**config.mk**
```make
export PLATFORM = sky130hd
export DESIGN_NAME = wsco_ctrl
export DESIGN_NICKNAME = d
export VERILOG_FILES = /design/src/sv/wsco_pkg.sv /design/src/sv/wsco_ctrl.sv
export VERILOG_INCLUDE_DIRS = /design/src /design/src/sv
export SDC_FILE = /design/constraint.sdc
export NUM_CORES = 1
export LEC_CHECK = 0
export ABC_AREA = 1
export BUFFER_PORTS_ARGS = -buffer_cell sky130_fd_sc_hd__buf_2
export CAP_MARGIN = 10
export CELL_PAD_IN_SITES_DETAIL_PLACEMENT = 0
export CELL_PAD_IN_SITES_GLOBAL_PLACEMENT = 1
export CORE_AREA = 2 2 138 140
export DETAILED_ROUTE_END_ITERATION = 6
export DIE_AREA = 0 0 140 142
export PLACE_DENSITY_LB_ADDON = 0.1
export SYNTH_ARGS = -nofsm -noshare
export SYNTH_HDL_FRONTEND = slang
export SYNTH_SLANG_ARGS = --single-unit
```
**constraint.sdc**
```tcl
create_clock -name clk -period 4.4 [get_ports clk]
set_input_delay 0.44 -clock clk [delete_from_list [all_inputs] [get_ports clk]]
set_output_delay 0.44 -clock clk [all_outputs]
set_load 0.005 [all_outputs]
```
**src/sv/wall_segment_chain_order_macros.svh**
```systemverilog
// ----------------------------------------------------------------------------
// wall_segment_chain_order_macros
// assertion macros used by the chain ordering controller
// ----------------------------------------------------------------------------
`ifndef WALL_SEGMENT_CHAIN_ORDER_MACROS_SVH
`define WALL_SEGMENT_CHAIN_ORDER_MACROS_SVH

// property must hold at every clock edge outside reset
`define WSCO_ASSERT(lbl, prop, msg) \
    lbl: assert property (@(posedge clk) disable iff (!rst_n) prop) else $error(msg);

// condition must never be seen outside reset
`define WSCO_NEVER(lbl, cond, msg) \
    lbl: assert property (@(posedge clk) disable iff (!rst_n) !(cond)) else $error(msg);

`endif

```
**src/sv/wsco_pkg.sv**
```systemverilog
// ----------------------------------------------------------------------------
// wsco_pkg
// shared constants, controller states, multiply ops and control structs
// ----------------------------------------------------------------------------
package wsco_pkg;

    localparam int WSCO_MAX_SEGMENTS = 32;
    localparam int WSCO_COORD_BITS   = 32;
    localparam int FIELD_W           = 32;
    localparam int SRC_IDX_W         = 5;

    // controller states, one-hot
    typedef enum logic [8:0] {
        ST_IDLE  = 9'b000000001,
        ST_SCAN  = 9'b000000010,
        ST_READ  = 9'b000000100,
        ST_LATCH = 9'b000001000,
        ST_MGO   = 9'b000010000,
        ST_MWAIT = 9'b000100000,
        ST_CHECK = 9'b001000000,
        ST_EVAL  = 9'b010000000,
        ST_EMIT  = 9'b100000000
    } state_t;

    // ordering phase
    typedef enum logic [1:0] {
        PH_LINE   = 2'd0,
        PH_ORIENT = 2'd1,
        PH_CHAIN  = 2'd2,
        PH_OUT    = 2'd3
    } phase_t;

    // multiply operations of the shared multiplier
    typedef enum logic [3:0] {
        MOP_L_DX,
        MOP_L_DY,
        MOP_AXBY,
        MOP_AYBX,
        MOP_XX,
        MOP_CBL,
        MOP_BCL,
        MOP_QS_DX,
        MOP_QS_DY,
        MOP_QE_DX,
        MOP_QE_DY
    } mop_t;

    typedef struct packed {
        logic wr_en;
        logic pose_ld;
        logic seg_ld;
        logic mul_go;
        mop_t mop;
        logic best_ld;
        logic chain_mode;
        logic emit_ld;
        logic emit_rev;
        logic emit_last;
    } cmd_t;

    typedef struct packed {
        logic mul_done;
        logic l_zero;
        logic prod_less;
        logic end_nearer;
        logic dist_less;
    } stat_t;

endpackage

```
**src/sv/wsco_ctrl.sv**
```systemverilog
// ----------------------------------------------------------------------------
// wsco_ctrl
// controller: load counting, line search, orientation and greedy chaining
// ----------------------------------------------------------------------------
`include "wall_segment_chain_order_macros.svh"

module wsco_ctrl import wsco_pkg::*; #(
    parameter int MAX_SEGMENTS = WSCO_MAX_SEGMENTS,
    localparam int IW          = $clog2(MAX_SEGMENTS),
    localparam int CNTW        = $clog2(MAX_SEGMENTS + 1)
) (
    input  logic          clk,
    input  logic          rst_n,
    input  logic          in_valid,
    output logic          in_ready,
    input  logic          in_last,
    output logic          out_valid,
    input  logic          out_ready,
    output cmd_t          cmd,
    input  stat_t         stat,
    output logic [IW-1:0] wr_idx,
    output logic [IW-1:0] rd_idx
);

    state_t                  state_reg, state_next;
    phase_t                  ph_reg, ph_next;
    logic [2:0]              stp_reg, stp_next;
    logic [CNTW-1:0]         cnt_reg, cnt_next;
    logic [CNTW-1:0]         n_reg, n_next;
    logic [CNTW-1:0]         i_reg, i_next;
    logic [CNTW-1:0]         k_reg, k_next;
    logic [IW-1:0]           best_reg, best_next;
    logic                    have_reg, have_next;
    logic                    rev_reg, rev_next;
    logic [MAX_SEGMENTS-1:0] used_reg, used_next;
    logic                    out_valid_reg, out_valid_next;
    logic                    room;
    logic [CNTW-1:0]         cnt_inc;
    logic                    emit_last;

    assign room      = (cnt_reg < CNTW'(MAX_SEGMENTS));
    assign cnt_inc   = room ? (cnt_reg + 1'b1) : cnt_reg;
    assign emit_last = ((k_reg + 1'b1) == n_reg);
    assign in_ready  = (state_reg == ST_IDLE);
    assign out_valid = out_valid_reg;
    assign wr_idx    = cnt_reg[IW-1:0];

    // read the scanned entry, otherwise the chosen one
    assign rd_idx = (state_reg == ST_READ && (ph_reg == PH_LINE || ph_reg == PH_CHAIN))
                    ? i_reg[IW-1:0] : best_reg;

    // next state and commands
    always_comb
    begin
        state_next     = state_reg;
        ph_next        = ph_reg;
        stp_next       = stp_reg;
        cnt_next       = cnt_reg;
        n_next         = n_reg;
        i_next         = i_reg;
        k_next         = k_reg;
        best_next      = best_reg;
        have_next      = have_reg;
        rev_next       = rev_reg;
        used_next      = used_reg;
        out_valid_next = out_valid_reg;
        cmd            = '0;
        cmd.chain_mode = (ph_reg == PH_CHAIN);
        cmd.emit_rev   = rev_reg;
        cmd.emit_last  = emit_last;

        if (out_valid_reg && out_ready)
        begin
            out_valid_next = 1'b0;
        end

        // multiply op for the current step
        if (ph_reg == PH_LINE)
        begin
            case (stp_reg)
                3'd0:    cmd.mop = MOP_L_DX;
                3'd1:    cmd.mop = MOP_L_DY;
                3'd2:    cmd.mop = MOP_AXBY;
                3'd3:    cmd.mop = MOP_AYBX;
                3'd4:    cmd.mop = MOP_XX;
                3'd5:    cmd.mop = MOP_CBL;
                default: cmd.mop = MOP_BCL;
            endcase
        end
        else
        begin
            case (stp_reg)
                3'd0:    cmd.mop = MOP_QS_DX;
                3'd1:    cmd.mop = MOP_QS_DY;
                3'd2:    cmd.mop = MOP_QE_DX;
                default: cmd.mop = MOP_QE_DY;
            endcase
        end

        case (state_reg)
            ST_IDLE:
            begin
                if (in_valid)
                begin
                    cmd.wr_en = room;
                    cnt_next  = cnt_inc;
                    if (in_last)
                    begin
                        cmd.pose_ld = 1'b1;
                        cnt_next    = '0;
                        n_next      = cnt_inc;
                        i_next      = '0;
                        k_next      = '0;
                        best_next   = '0;
                        have_next   = 1'b0;
                        used_next   = '0;
                        ph_next     = PH_LINE;
                        state_next  = ST_SCAN;
                    end
                end
            end
            ST_SCAN:
            begin
                if (i_reg == n_reg)
                begin
                    ph_next    = (ph_reg == PH_LINE) ? PH_ORIENT : PH_OUT;
                    state_next = ST_READ;
                end
                else if (used_reg[i_reg[IW-1:0]])
                begin
                    i_next = i_reg + 1'b1;
                end
                else
                begin
                    state_next = ST_READ;
                end
            end
            ST_READ:
            begin
                state_next = ST_LATCH;
            end
            ST_LATCH:
            begin
                cmd.seg_ld = 1'b1;
                stp_next   = '0;
                state_next = (ph_reg == PH_OUT) ? ST_EMIT : ST_MGO;
            end
            ST_MGO:
            begin
                cmd.mul_go = 1'b1;
                state_next = ST_MWAIT;
            end
            ST_MWAIT:
            begin
                if (stat.mul_done)
                begin
                    stp_next   = stp_reg + 1'b1;
                    state_next = ST_CHECK;
                end
            end
            ST_CHECK:
            begin
                if (ph_reg == PH_LINE)
                begin
                    if (stp_reg == 3'd2 && stat.l_zero)
                    begin
                        i_next     = i_reg + 1'b1;
                        state_next = ST_SCAN;
                    end
                    else if ((stp_reg == 3'd5 && !have_reg) || stp_reg == 3'd7)
                    begin
                        state_next = ST_EVAL;
                    end
                    else
                    begin
                        state_next = ST_MGO;
                    end
                end
                else
                begin
                    state_next = (stp_reg == 3'd4) ? ST_EVAL : ST_MGO;
                end
            end
            ST_EVAL:
            begin
                case (ph_reg)
                    PH_LINE:
                    begin
                        if (!have_reg || stat.prod_less)
                        begin
                            have_next   = 1'b1;
                            best_next   = i_reg[IW-1:0];
                            cmd.best_ld = 1'b1;
                        end
                        i_next     = i_reg + 1'b1;
                        state_next = ST_SCAN;
                    end
                    PH_ORIENT:
                    begin
                        rev_next   = stat.end_nearer;
                        state_next = ST_EMIT;
                    end
                    default:
                    begin
                        if (!have_reg || stat.dist_less)
                        begin
                            have_next   = 1'b1;
                            best_next   = i_reg[IW-1:0];
                            rev_next    = stat.end_nearer;
                            cmd.best_ld = 1'b1;
                        end
                        i_next     = i_reg + 1'b1;
                        state_next = ST_SCAN;
                    end
                endcase
            end
            ST_EMIT:
            begin
                if (!out_valid_reg || out_ready)
                begin
                    cmd.emit_ld         = 1'b1;
                    out_valid_next      = 1'b1;
                    used_next[best_reg] = 1'b1;
                    k_next              = k_reg + 1'b1;
                    if (emit_last)
                    begin
                        state_next = ST_IDLE;
                    end
                    else
                    begin
                        ph_next    = PH_CHAIN;
                        i_next     = '0;
                        have_next  = 1'b0;
                        state_next = ST_SCAN;
                    end
                end
            end
            default:
            begin
                state_next = ST_IDLE;
            end
        endcase
    end

    // control registers
    always_ff @(posedge clk or negedge rst_n)
    begin
        if (!rst_n)
        begin
            state_reg     <= ST_IDLE;
            ph_reg        <= PH_LINE;
            stp_reg       <= '0;
            cnt_reg       <= '0;
            n_reg         <= '0;
            i_reg         <= '0;
            k_reg         <= '0;
            best_reg      <= '0;
            have_reg      <= 1'b0;
            rev_reg       <= 1'b0;
            used_reg      <= '0;
            out_valid_reg <= 1'b0;
        end
        else
        begin
            state_reg     <= state_next;
            ph_reg        <= ph_next;
            stp_reg       <= stp_next;
            cnt_reg       <= cnt_next;
            n_reg         <= n_next;
            i_reg         <= i_next;
            k_reg         <= k_next;
            best_reg      <= best_next;
            have_reg      <= have_next;
            rev_reg       <= rev_next;
            used_reg      <= used_next;
            out_valid_reg <= out_valid_next;
        end
    end

    // checks
    `WSCO_NEVER(a_emit_unused, cmd.emit_ld && used_reg[best_reg], "segment emitted twice")
    `WSCO_NEVER(a_emit_overwrite, cmd.emit_ld && out_valid_reg && !out_ready, "result word overwritten")
    `WSCO_ASSERT(a_done_in_wait, stat.mul_done |-> (state_reg == ST_MWAIT), "multiply done out of place")
    `WSCO_ASSERT(a_all_used, (cmd.emit_ld && emit_last) |=> ($countones(used_reg) == n_reg), "run ended with segments left")

endmodule

```
; After elaboration in Yosys (flattened, before gate mapping)
; Index checks and enable logic that the tools add are counted.
[totals]
regBits = 78
latchBits = 0
ram_bits = 0
rom_bits = 0
output_inout_bits = 25
word_cells = 166
mem_count = 0
[op_classes]
addsub = 4
mul = 0
div = 0
order_cmp = 4
eq_ne = 34
n_shift = 0
n_mux = 79
bitwise_logic = 2
n_reduce_logical = 31
[op_table]
columns = cell, count
row1 = 32-bit 2-to-1 mux, 3
row2 = 9-bit 2-to-1 mux, 9
row3 = 9-bit one-hot mux with 9 select lines, 1
row4 = 6-bit 2-to-1 mux, 12
row5 = 32-bit one-hot mux with 2 select lines, 1
row6 = 32-bit OR, 1
row7 = 6-bit one-hot mux with 5 select lines, 1
row8 = 5-bit 2-to-1 mux, 5
row9 = 8-bit 2-to-1 mux, 3
row10 = 1-bit 2-to-1 mux, 20
row11 = 2-bit inequality test (second input constant), 10
row12 = 5-bit one-hot mux with 2 select lines, 2
row13 = 6-bit by 1-bit adder with 6-bit output (second input constant), 3
row14 = 2-bit 2-to-1 mux, 9
row15 = 3-bit one-hot mux with 6 select lines, 1
row16 = 6-bit equality test, 2
row17 = 5-bit by 6-bit < comparator with 1-bit output (second input constant), 2
row18 = 4-bit one-hot mux with 3 select lines, 1
row19 = 6-bit one-hot mux with 2 select lines, 1
row20 = 6-bit AND reduction, 2
row21 = 10-bit AND reduction, 1
row22 = 3-bit equality test (second input constant), 3
row23 = 9-bit by 1-bit equality test with 1-bit output (second input constant), 1
row24 = 9-bit by 2-bit equality test with 1-bit output (second input constant), 1
row25 = other kinds (38), 59

; Logic depth before layout (Yosys ltp)
[depth]
ltp_word = 7
ltp_mapped = 15
mapped_depth_nobuf = 15

; Worst setup path before layout
; Ideal clock, no wire load.
[synth_timing]
kind = register to register
from = register state_reg[0]
to = register i_reg[2]
setup_time_ns = 0.118
t_arrival_ns = 1.746
required_time_ns = 4.282
setup_slack_ns = 2.536
path_stages_with_launch = 15
path_cell_list = dfstp_2 > nor2_1 > nand2_2 > inv_2 > nand4_2 > buf_6 > inv_2 > nand2_1 > nand2_1 > or2_1 > nor2_2 > nand2_2 > buf_6 > nand2_1 > o21ai_2
[synth_via]
elab_chain_len = 3
elab_cells_between_ends = 17
classes_between = 14 x eq/ne / 1 x mux / 2 x reduce/logical
[synth_rtl]
columns = item, line
row1 = "start, declared", wsco_ctrl.sv:25  ; state_t state_reg, state_next;
row2 = "start signal, assigned", wsco_ctrl.sv:265  ; state_reg <= state_next;
row3 = 9-bit by 1-bit equality test with 1-bit output (tied with other cells), wsco_ctrl.sv:100  ; case (state_reg)
row4 = 5-bit nonzero test (no line) (tied with other cells), -
row5 = 10-bit AND reduction (no line), -
row6 = "end signal, assigned", wsco_ctrl.sv:270  ; i_reg <= i_next;
row7 = "end, declared", wsco_ctrl.sv:30  ; logic [CNTW-1:0] i_reg, i_next;
; Parallel ways exist; a longest one is shown, timed or not.
; A chain may end at the register's enable or synchronous reset.

==> impl_metrics.yaml <==
run_status:
  status: "completed"
sta:
  worst_pin_slew_ns: 0.945
  fin_setup_tns_ns: 0
  fmax_mhz: 354
  final-setup-viol-count: 0
  finClkSkew_ns: 0.00819
  period_needed_ns: 2.82
  rsz0062_at_grt: "no"
  slew_violations: 0
  final_hold_viol_count: 0
  whs_ns: 0.0395
  worst_slack_ns: 1.58
  slew_headroom_pct: 36.8
  fin_crit_sh_pct: 64.2
power_and_ir_drop:
  irDropWorstVdd_uv: 237
  p_per_area_nw_per_um2: 515
  p_leak_nw: 2.43
  p_total_w: 0.00264
placement:
  gp_congestion: 0.722
  port_buffers: 34
  dp_hpwl_mm: 9.67
  dp_slack_ns: 1.81
setup_path:
  rr_worst_depth: 11
  path_class: "register to output port"
  crit_buf_inv: 2
  crit_path_start_kind: "register"
  crit_fanout: 11
  rrSetupSlack_ns: 1.80
  rr_startpoint: "i_reg[0]"
  setup.worst_path.start: "state_reg[5]"
  crit_path_max_incr_delay_ns: 0.78
  crit_chain: "nor2_4 -> nand2_4 -> inv_2 -> nand3_2 -> nor2_1 -> buf_2"
  critical_path_arrival_ns: 2.38
  endpoint_kind: "output port"
  required_ns: 3.96
  r2r-end: "i_reg[0]"
  crit_slowest_cell: "nor2_1"
  cp_top_family: "simple AND/OR/NAND/NOR gates"
hold_path:
  hold_class: "input pin to async pin"
clock_network:
  cts-resized-gates: 0
  cts_tree: "yes"
  h-tree-depth: 3
  clkTransAtPathRegs_ns: 0.06
  clock_latency_ns: 0.34
  clock_sinks: 78
  hold_buffers: 0
  clock_path_buffers: 2
  ctsRootBufferMaster: "clkbuf_16"
  post_cts_buffers: 0
  cts_made_buffers: 9
drt:
  ant_nets: 0
  wirelength_mm: 13.0
  wl_per_cell_um: 15.5
  drc: 0
  drtIter0Drc: 202
  via_count: 3811
  detail_route.first_pass.iterations: 6
  vias_per_cell: 4.52
cells_and_area:
  largest_register_ffs: 32
  drive_above_1_share_pct: 14.1
  mostFrequentLayoutCell: "nand2_1"
  nFillCells: 2033
  nNetsFinal: 623
  areaGrowthSynthToFinish_pct: 13.5
  n_antenna_cell: 0
  final_cell_mix: "nand2_1 (116), dfrtp_1 (77), nor2_1 (68)"
floorplanning:
  die_w_um: 140
  initial_core_util_pct: 24.5
  dieArea_um2: 19900
  core_area_um2: 18500
  fp.dieH_um: 142
  io_pins: 35
  rows: 50
grt:
  grt_max_degree: 48
  grtUsageTotal_pct: 13.7
  grt_pass1_vias: 3779
  antenna_found_initial: 0
  met2_usage_pct: 22.9
  grtUsageMet3_pct: 2.62
  grt-ovfl-total: 0
  grtUsageMet1_pct: 18.4
  grt_busiest_layer: "met2"
  grt_pass1_wl_mm: 21.1
synthesis:
  synth_nets: 599
  yosysTopAreaCell: "dfrtp_1"
  ys_top_cells_by_area: "dfrtp_1 (43%), nand2_1 (9.6%), nor2_1 (5.6%)"
  ys_ff_latch: 78
  synth_top_area_share_pct: 42.6
  ys_warn_count: 0
  syn_inst: 580
  synth.cell_area_um2: 4520
  synth.avg_cell_area_um2: 7.79
  yosysSeqAreaShare_pct: 43.2
  yosysUniqueCellTypes: 43
flow_run:
  max_cap_viol_count: 0
## area by class of cell
| type | count | area, µm² | share of cell area, % |
|---|---|---|---|
| clock buffers | 16 | 282 | 5.49 |
| multi-input cells | 409 | 2150 | 42.0 |
| repair buffers | 35 | 180 | 3.51 |
| flip-flops and latches | 78 | 1950 | 38.1 |
| well taps | 234 | 293 | 5.71 |
| inverters | 71 | 269 | 5.25 |
## layer usage
layer / wire length, µm / share of wire, % / vias up
met1: 6370 / 49 / 1806
li1: - / - / 1953
met2: 6220 / 48 / 42
met5: 0 / 0 / -
met3: 326 / 2.5 / 10
met4: 118 / 0.90 / 0
## report_power, final
group / switching [W] / total, W / internal (W)
sequential: 0.000118 / 0.000912 / 0.000793
clock: 0.000289 / 0.000718 / 0.000430
combinational: 0.000709 / 0.00101 / 0.000302
total: 0.00112 / 0.00264 / 0.00153
## worst max-delay path by stage
stage                to  slack [ns]  cells after the start
2_1_floorplan  i_reg[2]        2.54                     14
3_5_place_dp   i_reg[0]        1.81                     11
4_1_cts         cmd[11]        1.55                      6
3_3_place_gp   i_reg[0]        1.86                     13
5_1_grt        i_reg[0]        1.39                     13
6_report        cmd[11]        1.58                      6
## cell usage after synthesis
library cell,count
or2_2,1
xor2_1,11
o22ai_1,5
nand2_4,3
nand4_1,8
clkbuf_1,5
xnor2_1,3
inv_4,1
nor3_2,1
a32o_1,1
nand3_1,50
o211ai_1,2
nor2_2,3
o21a_1,1
a21oi_1,35
a31oi_1,6
nand2_1,116
o31ai_1,6
mux2_2,1
buf_6,4
a21o_1,1
or2_1,1
nand4_2,1
nor3b_1,1
o21ai_0,39
o211ai_2,1
nand2_2,5
mux2i_1,1
nor2_1,68
dfstp_2,1
nor3_4,4
inv_2,8
nor4_1,2
inv_1,62
nor3_1,11
buf_2,6
dfrtp_1,77
nor2_4,2
o21ai_2,5
buf_4,7
nand3_2,2
nand3b_1,3
ha_1,9
## worst register-to-register path: cells and delay by family (launching register included)
family | cells | cell delay [ns]
AOI/OAI and AO/OA | 1 | 0.27
buffers and inverters | 2 | 0.47
DFF | 1 | 0.88
and+or+nand+nor | 8 | 0.87
## stage by stage
stage | utilization, % | cell area, µm² | cells
4_1_cts | 27.8 | 5130 | 843
3_5_place_dp | 26.3 | 4850 | 827
3_3_place_gp | 26.3 | 4850 | 827
2_1_floorplan | - | 4520 | 580
5_1_grt | 27.8 | 5130 | 843
6_report | 27.8 | 5130 | 843
## kinds of logic (layout without fill, tap and decap cells)
| family | Yosys count | count (layout) | share of synthesized area (%) |
|---|---|---|---|
| AO/OA/AOI/OAI | 102 | 102 | 12.8 |
| XOR/XNOR | 14 | 14 | 2.71 |
| adder cells (fa/ha/maj) | 9 | 9 | 2.49 |
| buffers and inverters | 93 | 122 | 9.19 |
| flip-flops | 78 | 78 | 43.2 |
| multiplexers | 2 | 2 | 0.471 |
| AND/OR/NAND/NOR | 282 | 282 | 29.1 |
Note: power is estimated with default switching activity, not from simulation.
